$ cat src/rtl/bsst_pkg.sv
`timescale 1ns / 1ps
`default_nettype none
// ============================================================================
// bsst_pkg
// Types and constants shared by the set span tracker and its compare cells.
// ============================================================================
package bsst_pkg;

    localparam int DATA_W = 32;
    localparam int GAP_W  = 33;
    localparam int CNT_W  = 7;

    localparam logic signed [DATA_W-1:0] MIN_RESET = 32'sh7FFF_FFFF;
    localparam logic signed [DATA_W-1:0] MAX_RESET = 32'sh8000_0000;
    localparam logic [GAP_W-1:0]         GAP_RESET = {GAP_W{1'b1}};
    localparam logic [CNT_W-1:0]         LIMIT_RESET = 7'd64;

    typedef struct packed {
        logic                     valid;
        logic                     placed;
        logic signed [DATA_W-1:0] value;
        logic [GAP_W-1:0]         gap;
        logic [CNT_W-1:0]         left;
    } token_t;

endpackage : bsst_pkg
`default_nettype wire

$ cat src/rtl/bsst_cell.sv
`timescale 1ns / 1ps
`default_nettype none
// ============================================================================
// bsst_cell
// One store cell: holds a number, folds its distance into a passing token.
// ============================================================================
module bsst_cell (
    input  wire logic            clk,
    input  wire logic            rst_n,
    input  wire bsst_pkg::token_t tok_in,
    output bsst_pkg::token_t     tok_out
);
    import bsst_pkg::*;

    logic signed [DATA_W-1:0] held_reg;
    logic                     valid_reg;
    token_t                   tok_reg;
    token_t                   tok_next;

    logic                     occupied;
    logic                     store_now;
    logic                     ge;
    logic [GAP_W-1:0]         diff_a;
    logic [GAP_W-1:0]         diff_b;
    logic [GAP_W-1:0]         abs_diff;

    assign occupied  = (tok_in.left != '0);
    assign store_now = tok_in.valid && !occupied && !tok_in.placed;
    assign ge        = (tok_in.value >= held_reg);
    assign diff_a    = {tok_in.value[DATA_W-1], tok_in.value}
                     - {held_reg[DATA_W-1], held_reg};
    assign diff_b    = {held_reg[DATA_W-1], held_reg}
                     - {tok_in.value[DATA_W-1], tok_in.value};
    assign abs_diff  = ge ? diff_a : diff_b;

    always_comb
    begin
        tok_next = tok_in;
        if (occupied)
        begin
            tok_next.left = tok_in.left - 1'b1;
            if (abs_diff < tok_in.gap)
            begin
                tok_next.gap = abs_diff;
            end
        end
        else if (store_now)
        begin
            tok_next.placed = 1'b1;
        end
    end

    always_ff @(posedge clk or negedge rst_n)
    begin
        if (!rst_n)
        begin
            valid_reg <= 1'b0;
        end
        else
        begin
            valid_reg <= tok_in.valid;
        end
    end

    always_ff @(posedge clk)
    begin
        tok_reg <= tok_next;
        if (store_now)
        begin
            held_reg <= tok_in.value;
        end
    end

    always_comb
    begin
        tok_out       = tok_reg;
        tok_out.valid = valid_reg;
    end

endmodule : bsst_cell
`default_nettype wire

$ cat config.mk
export PLATFORM = sky130hd
export DESIGN_NAME = bsst_cell
export DESIGN_NICKNAME = d
export VERILOG_FILES = /design/src/rtl/bsst_pkg.sv /design/src/rtl/bsst_cell.sv
export SDC_FILE = /design/constraint.sdc
export NUM_CORES = 1
export LEC_CHECK = 0
export ABC_AREA = 1
export BUFFER_PORTS_ARGS = -buffer_cell sky130_fd_sc_hd__buf_2
export CORE_UTILIZATION = 60
export CTS_BUF_LIST = sky130_fd_sc_hd__clkbuf_4
export CTS_CLUSTER_SIZE = 8
export DETAILED_ROUTE_END_ITERATION = 6
export PLACE_DENSITY = 0.84
export SLEW_MARGIN = 20
export SYNTH_ARGS = -nofsm -noshare
export SYNTH_HDL_FRONTEND = slang
export SYNTH_SLANG_ARGS = --single-unit
$ cat constraint.sdc
create_clock -name clk -period 10.5 [get_ports clk]
set_clock_uncertainty 0.2 [all_clocks]
set_input_delay 2.625 -clock clk [delete_from_list [all_inputs] [get_ports clk]]
set_output_delay 2.625 -clock clk [all_outputs]
set_load 0.005 [all_outputs]
==> results.txt, run 1 <==
Worst endpoint required time: 10.74 ns
Placed cell count: 1790
Clk pin slew, worst setup/hold paths: 0.18 ns
GP Congestion: 0.997
Max VDD drop: 67.5 uV
Top Ports: 150
End of the worst register-to-register path: tok_out[7]$_DFF_P_
Post-Syn Area: 9290 sq um
Detailed Route Iter0 Violations: 731
Critical path class: in2reg
Clock Tree Root: clkbuf_4
GR Layer Usage met2: 53.7%
First-pass GRT wire length: 41100 microns
Vias: 9237
Post-DR wirelength/cell: 14.3 microns
RSZ-0062 raised after global routing: false
Max_slew headroom: 30.9%
Hold-fix buffers, CTS: 0
Via density: 5.11
Clk sinks: 106
Worst-Skew Late Latency: 0.52 ns
Post-DP HPWL: 21700 microns
Critical path fanouts, max: 34
Reg2Reg Depth: 19
Number of CTS-inserted buffers: 9
Clock Path Buffers: 2
Residual DRC: 0
Setup Buffers After CTS: 0
Fin nets: 1788
Cell Pwr Density: 104 nW/um^2
R2r setup slk: 5.40 ns
Drt first pass iters: 6
Syn. warnings: 0
Worst hold path type: reg2reg
Initial antenna violation count: 1
Beginning of the critical path: tok_in[54]
Slew @ Worst Pin: 1.03 ns
Pin count of the biggest net entering global routing: 35
TritonCTS clock tree: done
Post-synth ARST share: 0.943%
Final Routed Wirelength: 25800 microns
Antenna Nets Post-Route: 0
Row Count: 45
Main synth FF type: dfxtp_1
Leakage: 0.00625 uW
Worst reg2reg startpoint: held_reg[14]$_DFFE_PP_
Post-synth EDFFs: 32
Seq/Total Area, Yosys: 26.4%
Chip Height: 126 microns
Slowest-stage cell, CP: nand2_1
H-Tree Depth: 3
Netlist cell types: 37
# fillers: 1415
Post-route insts no fill: 1807
Number of flip-flops in the largest register: 73
Final hold vios: 0
Port Buffers: 149
Number of max-cap violations: 0
Syn_area_per_cell: 6.27 sq um
Minimum clock period: 6.93 ns
Area Growth Syn to Fin: 10.1%
Global Route met1 Usage: 44.4%
Maximum achievable frequency: 144 MHz
Yosys reg bits: 106
Fin crit share: 66.0%
GRT Max-Usage Layer: met2
CTS resizes: 0
Share of post-route cells with drive strength above 1: 15.1%
Initial Utilization: 61.3%
Total track usage: 33.0%
Status: completed
Critical Path Max Stage Delay: 0.62 ns
Met3 Usage GRT: 5.27%
Worst EP arrival: 7.18 ns
Most used cell, CP: nand2_1
Fin Setup TNS: 0 ns
Crit path to: tok_out[7]$_DFF_P_
Die X: 126 microns
Pins Over Slew Limit: 0
Gr ovfl total: 0
Core area: 15100 sq um
Crit path launch type: primary input
Crit path capture type: flip-flop
Vias in the first global route: 8467
Mapped Nets: 1656
Crit path cell chain: buf_2 -> inv_1 -> ha_1 -> nand2_2 -> nor2_2 -> and3_1 -> nand3_1 -> nand2_1 -> nand3_4 -> nand2_4 -> nand2_1 -> and2_1 -> ha_1 -> nand2_1 -> inv_1 -> o21ai_1 -> a21oi_1 -> or2_0 -> nor2_1 -> nand2_1 -> o21ai_0
Synth Instances: 1481
Die ar.: 16000 sq um
Final setup fails: 0
how the worst min path moves through the flow:
stage	from	to	slack (ns)	depth (start not counted)
finish	held_reg[0]$_DFFE_PP_	tok_out[7]$_DFF_P_	0.54	2
global route	held_reg[0]$_DFFE_PP_	tok_out[7]$_DFF_P_	0.63	2
CTS	held_reg[0]$_DFFE_PP_	tok_out[7]$_DFF_P_	0.53	2
detailed placement	held_reg[0]$_DFFE_PP_	tok_out[7]$_DFF_P_	0.51	2
global placement	held_reg[0]$_DFFE_PP_	tok_out[7]$_DFF_P_	0.49	2
floorplan	held_reg[0]$_DFFE_PP_	tok_out[7]$_DFF_P_	0.40	2
stage by stage:
| stage | power (uW) | worst slack, ns | area (sq um) | util (%) | hold WS (ns) |
|---|---|---|---|---|---|
| global placement | 834 | 3.21 | 10100 | 66.6 | 0.493 |
| finish | 1060 | 3.57 | 10200 | 67.5 | 0.537 |
| floorplan | 722 | 4.18 | 9290 | - | 0.399 |
| CTS | 1060 | 3.64 | 10200 | 67.5 | 0.526 |
| global route | 1130 | 3.01 | 10200 | 67.5 | 0.633 |
| detailed placement | 843 | 3.10 | 10100 | 66.6 | 0.507 |
cell usage in the layout, fill, tap and decap left out, drive strengths merged, types with 3 or more instances in the layout:
cell / n
o21ai: 17
edfxtp: 32
a21oi: 60
nand3: 94
inv: 308
ha: 97
buf: 151
nor2: 73
dfxtp: 73
nand2: 623
and2: 3
nand4: 16
o21bai: 7
xor2: 32
nand3b: 3
clkbuf: 9
or2: 3
nor3: 4
cell usage after synthesis, types with 11 or more instances:
library cell / instances / area (sq um)
nand2_1: 573 / 2150
inv_1: 298 / 1120
ha_1: 97 / 1210
nand3_1: 93 / 465
dfxtp_1: 73 / 1460
a21oi_1: 59 / 295
nor2_1: 58 / 218
nand2_2: 46 / 288
edfxtp_1: 32 / 961
xor2_1: 32 / 280
nand4_1: 16 / 100
o21ai_0: 15 / 75.1
nor2_2: 13 / 81.3
buf_2: 11 / 55.1
per-layer routing:
| layer | part of all wire [%] | vias to the layer above |
|---|---|---|
| met1 | 46 | 4118 |
| li1 | - | 4729 |
| met3 | 7.5 | 43 |
| met4 | 2.4 | 0 |
| met5 | 0 | - |
| met2 | 45 | 347 |
critical path: cells and delay by family:
family,cells,cell delay (ns)
AND/OR/NAND/NOR,13,3.01
adder cells (fa/ha/maj),2,0.77
AO/OA/AOI/OAI,3,0.54
buffers and inverters,3,0.19
area by class of cell:
| cell class | instances | area, sq um | share of cell area, % |
|---|---|---|---|
| Multi-Input combinational cell | 1040 | 5500 | 53.7 |
| Sequential cell | 106 | 2450 | 23.9 |
| Inverter | 305 | 1140 | 11.2 |
| Timing Repair Buffer | 151 | 761 | 7.44 |
| Tap cell | 188 | 235 | 2.30 |
| Clock inverter | 7 | 73.8 | 0.722 |
| Clock buffer | 9 | 67.6 | 0.660 |
| Antenna cell | 1 | 2.50 | 0.0245 |
logic make-up after synthesis:
family / Yosys count / synth area share [%]
AO/OA/AOI/OAI: 86 / 4.92
XOR/XNOR: 34 / 3.21
adder cells (fa/ha/maj): 99 / 13.5
buffers and inverters: 335 / 14.5
flip-flops: 106 / 26.4
AND/OR/NAND/NOR: 821 / 37.5
report_power, final:
| part | internal (uW) | leakage [uW] | switching [uW] |
|---|---|---|---|
| registers | 464 | 0.000915 | 8.95 |
| logic | 136 | 0.00526 | 231 |
| clock network | 74.2 | 0.0000771 | 145 |
(Power assumes the default switching activity.)
==> run 2, diff against run 1 <==
==> constraint.sdc (replaced) <==
create_clock -name clk -period 7.23 [get_ports clk]
set_clock_uncertainty 0.2 [all_clocks]
set_input_delay 1.8075 -clock clk [delete_from_list [all_inputs] [get_ports clk]]
set_output_delay 1.8075 -clock clk [all_outputs]
set_load 0.005 [all_outputs]
==> run 2 against run 1 <==
  * Clock-buffer cell count rose by 1
  * Flip-flop and latch count unchanged
  * Critical path depth is 6 higher
  * Highest routed layer unchanged
  * Clock power up 44%
  * Critical path type unchanged
==> results.txt, run 2 (same netlist as run 1, synthesis figures left out) <==
Status: completed
Vias in the first global route: 8257
Max VDD drop: 96.0 uV
Initial Utilization: 61.3%
Worst hold path type: reg2reg
First-pass GRT wire length: 40400 microns
Fin crit share: 79.5%
Residual DRC: 0
Fin Setup TNS: 0 ns
Critical Path Max Stage Delay: 0.42 ns
Final setup fails: 0
Final Util: 67.6%
TritonCTS clock tree: done
Detailed Route Iter0 Violations: 657
Final hold vios: 0
Most used cell, CP: nand2_1
R2r setup slk: 2.54 ns
Number of flip-flops in the largest register: 73
Crit path launch type: primary input
Antenna Nets Post-Route: 0
Initial antenna violation count: 1
# fillers: 1406
Worst reg2reg startpoint: held_reg[14]$_DFFE_PP_
Clk sinks: 106
Max_slew headroom: 66.7%
Crit path buffers/inverters: 8
Vias: 9205
Hold Path Stages: 2
Worst EP arrival: 5.98 ns
Hold-fix buffers, CTS: 0
Via density: 5.09
Clk pin slew, worst setup/hold paths: 0.17 ns
Cell Pwr Density: 149 nW/um^2
Clock Path Buffers: 2
Post-DP HPWL: 21200 microns
Worst-Skew Late Latency: 0.50 ns
Fin nets: 1790
Number of CTS-inserted buffers: 9
Top Ports: 150
Cell family with most CP delay: simple AND/OR/NAND/NOR gates
Setup Buffers After CTS: 0
Die ar.: 16000 sq um
Die X: 126 microns
Maximum achievable frequency: 174 MHz
Area Growth Syn to Fin: 10.3%
Most frequent cells in the layout: nand2_1 (573), inv_1 (298), buf_2 (149)
Commonest non-fill, non-tap cell in the layout: nand2_1
Fin area: 10200 sq um
Clock Tree Root: clkbuf_4
Worst endpoint required time: 7.47 ns
Row Count: 45
Post-DR wirelength/cell: 13.9 microns
Chip Height: 126 microns
Reg2Reg Depth: 23
Leakage: 0.00626 uW
CTS resizes: 0
Hold Crit Start: held_reg[0]$_DFFE_PP_
Area of the multi-input gates: 5500 sq um
Number of max-cap violations: 0
Final Routed Wirelength: 25100 microns
Placed Area: 10100 sq um
H-Tree Depth: 3
Core area: 15100 sq um
Minimum clock period: 5.75 ns
Crit path capture type: flip-flop
End of the worst register-to-register path: tok_out[22]$_DFF_P_
GP Congestion: 0.986
Pins Over Slew Limit: 0
RSZ-0062 raised after global routing: false
Total track usage: 32.3%
Slew @ Worst Pin: 0.498 ns
Gr ovfl total: 0
Critical path class: in2reg
Port Buffers: 149
Drt first pass iters: 5
Pin count of the biggest net entering global routing: 34
Critical path fanouts, max: 33
Hold endpoint: tok_out[7]$_DFF_P_
Share of post-route cells with drive strength above 1: 15.2%
Slowest-stage cell, CP: ha_1
Area occupied by registers: 2450 sq um
[run 2: stage by stage]
step                      cells  power, uW  hold WS [ns]  worst slack (ns)
final                      1810       1530         0.566              1.48
after global routing       1810       1630         0.627              1.09
after CTS                  1808       1530         0.560              1.55
after detailed placement   1792       1220         0.537              1.01
after global placement     1792       1210         0.502              1.11
after floorplan            1481       1050         0.399              1.72
[run 2: worst max-delay path by stage]
stage,startpoint,end,cells past startpoint
2_1_floorplan,tok_in[0],held_reg[0]$_DFFE_PP_,6
3_3_place_gp,tok_in[54],tok_out[8]$_DFF_P_,25
3_5_place_dp,tok_in[64],tok_out[7]$_DFF_P_,30
4_1_cts,tok_in[64],tok_out[16]$_DFF_P_,31
5_1_grt,tok_in[54],tok_out[26]$_DFF_P_,27
6_report,tok_in[64],tok_out[22]$_DFF_P_,27
[run 2: final cells by class]
class,instances,share of cell area (%)
Multi-Input combinational cell,1040,53.7
Sequential cell,106,23.9
Inverter,305,11.2
Timing Repair Buffer,153,7.57
Tap cell,188,2.30
Clock buffer,10,0.733
Clock inverter,6,0.635
Antenna cell,2,0.0488
[run 2: routing by layer]
metal  global-route usage, %  wire length (microns)  vias up
met1                    45.0                  11600     4082
li1                        -                      -     4729
met3                    4.93                   1860       42
met4                    9.50                    469        0
met2                    51.6                  11100      352
met5                       0                      0        -
[run 2: where the power goes]
part / internal (uW) / switching [uW]
registers: 674 / 12.3
logic: 198 / 332
clock network: 110 / 205
[run 2: worst min-delay path, stage by stage, from the launching register on]
cell	delay [ns]
edfxtp_1	0.39
ha_1	0.21
o21ai_0	0.12
==> run 3, diff against run 2 <==
==> constraint.sdc (replaced) <==
create_clock -name clk -period 5.75 [get_ports clk]
set_clock_uncertainty 0.2 [all_clocks]
set_input_delay 1.4375 -clock clk [delete_from_list [all_inputs] [get_ports clk]]
set_output_delay 1.4375 -clock clk [all_outputs]
set_load 0.005 [all_outputs]
==> run 3 against run 2 <==
  * Clock-buffer cell count unchanged
  * Cell count increased by 0.28%
  * Via count shrank 0.50%
  * Combinational power grew 29%
  * Sequential power rose by 26%
  * Worst hold slack worse by 0.090 ns
  * Global-route usage is 0.39 points higher
  * Die area unchanged
  * Critical path depth did not move
  * Critical path type unchanged
  * Critical endpoint is now tok_out[13]$_DFF_P_
  * Highest routed layer unchanged
==> results.txt, run 3 (same netlist as run 1, synthesis figures left out) <==
Status: completed
Number of max-cap violations: 0
First-pass GRT wire length: 40800 microns
Clk pin slew, worst setup/hold paths: 0.17 ns
Critical path class: in2reg
Pin count of the biggest net entering global routing: 33
Initial Utilization: 61.3%
Die X: 126 microns
Detailed Route Iter0 Violations: 668
Hold-fix buffers, CTS: 0
Worst-Skew Late Latency: 0.50 ns
Top Ports: 150
Max_slew headroom: 66.1%
Max VDD drop: 126 uV
Crit path buffers/inverters: 6
Maximum achievable frequency: 193 MHz
Critical Path Max Stage Delay: 0.47 ns
Port Buffers: 149
Final setup fails: 0
Post-DP HPWL: 21600 microns
Number of flip-flops in the largest register: 73
Row Count: 45
End of the worst register-to-register path: tok_out[13]$_DFF_P_
Clk sinks: 106
RSZ-0062 raised after global routing: false
Fin crit share: 90.1%
Reg2Reg Depth: 25
Comb power frac: 34.8%
Vias: 9159
Net Sw Frac: 36.2%
Share of power burned in registers: 44.2%
Number of CTS-inserted buffers: 9
Hold_ws: 0.476 ns
TritonCTS clock tree: done
Slew @ Worst Pin: 0.506 ns
Die ar.: 16000 sq um
Crit path launch type: primary input
Leakage: 0.00630 uW
Clock Tree Root: clkbuf_4
Minimum clock period: 5.18 ns
Core area: 15100 sq um
Setup Buffers After CTS: 0
Initial antenna violation count: 1
Final Routed Wirelength: 25500 microns
Via density: 5.05
Clock Path Buffers: 2
Post-DR wirelength/cell: 14.0 microns
Vias in the first global route: 8462
Worst reg2reg startpoint: held_reg[13]$_DFFE_PP_
Cell Pwr Density: 190 nW/um^2
CTS resizes: 0
Crit path capture type: flip-flop
Cell family with most CP delay: simple AND/OR/NAND/NOR gates
Worst hold path type: in2async
H-Tree Depth: 3
Clock Power Share: 21.1%
R2r setup slk: 1.24 ns
Drt first pass iters: 5
Final hold vios: 0
Total track usage: 32.6%
Slowest-stage cell, CP: ha_1
Gr ovfl total: 0
Critical path fanouts, max: 32
Commonest non-fill, non-tap cell in the layout: nand2_1
GP Congestion: 0.951
Fin Setup TNS: 0 ns
Most used cell, CP: nand2_1
Residual DRC: 0
Worst EP arrival: 5.42 ns
Pins Over Slew Limit: 0
Int Pwr: 1250 uW
Worst endpoint required time: 5.99 ns
Area Growth Syn to Fin: 11.0%
Share of post-route cells with drive strength above 1: 15.6%
Most frequent cells in the layout: nand2_1 (573), inv_1 (298), buf_2 (149)
Fin nets: 1796
# fillers: 1409
Switching power: 710 uW
Antenna Nets Post-Route: 0
Chip Height: 126 microns
==> run 3: worst reg2reg max path: cells and delay by family (launching register included) <==
kind	cells	cell delay, ns
AND/OR/NAND/NOR	16	2.26
adder cells (fa/ha/maj)	2	0.78
buffers and inverters	4	0.49
flip-flops	1	0.43
AO/OA/AOI/OAI	3	0.32
==> run 3: cell type report <==
cell class / count / area (sq um) / share of cell area [%]
sequential: 106 / 2450 / 23.7
multi-input combinational: 1040 / 5500 / 53.3
antenna: 1 / 2.50 / 0.0243
inverter: 305 / 1140 / 11.1
clock buffer: 10 / 75.1 / 0.728
clock inverter: 6 / 71.3 / 0.692
tap: 188 / 235 / 2.28
timing repair buffer: 159 / 833 / 8.08
==> run 3: through the flow <==
| stage | utilization (%) | cell area (sq um) | total power, uW | worst slack, ns | instances |
|---|---|---|---|---|---|
| 6_report | 68.1 | 10300 | 1960 | 0.567 | 1815 |
| 5_1_grt | 68.1 | 10300 | 2090 | 0.290 | 1815 |
| 4_1_cts | 68.0 | 10300 | 1960 | 0.618 | 1814 |
| 3_5_place_dp | 67.1 | 10200 | 1550 | 0.0777 | 1798 |
| 3_3_place_gp | 67.1 | 10200 | 1540 | 0.205 | 1798 |
| 2_1_floorplan | - | 9290 | 1320 | 0.613 | 1481 |
==> run 3: routing by layer <==
| layer | track usage, % | wire [microns] |
|---|---|---|
| met4 | 7.80 | 376 |
| met1 | 44.1 | 11700 |
| met5 | 0 | 0 |
| met3 | 5.31 | 1830 |
| met2 | 54.4 | 11500 |
==> run 3: worst max-delay path by stage <==
stage	start	to	slack, ns	cells after the start
3_3_place_gp	tok_in[53]	tok_out[33]$_DFF_P_	0.21	27
4_1_cts	tok_in[53]	tok_out[13]$_DFF_P_	0.62	27
5_1_grt	tok_in[53]	tok_out[33]$_DFF_P_	0.29	27
2_1_floorplan	tok_in[0]	held_reg[0]$_DFFE_PP_	0.61	6
6_report	tok_in[53]	tok_out[13]$_DFF_P_	0.57	27
3_5_place_dp	tok_in[53]	tok_out[13]$_DFF_P_	0.08	27
==> run 3: power groups by stage <==
stage | registers, uW | logic (uW) | clock network, uW
after floorplan | 897 | 422 | 0
after global placement | 881 | 655 | 0
after detailed placement | 882 | 673 | 0
after CTS | 865 | 675 | 418
after global routing | 873 | 767 | 446
final | 865 | 681 | 413
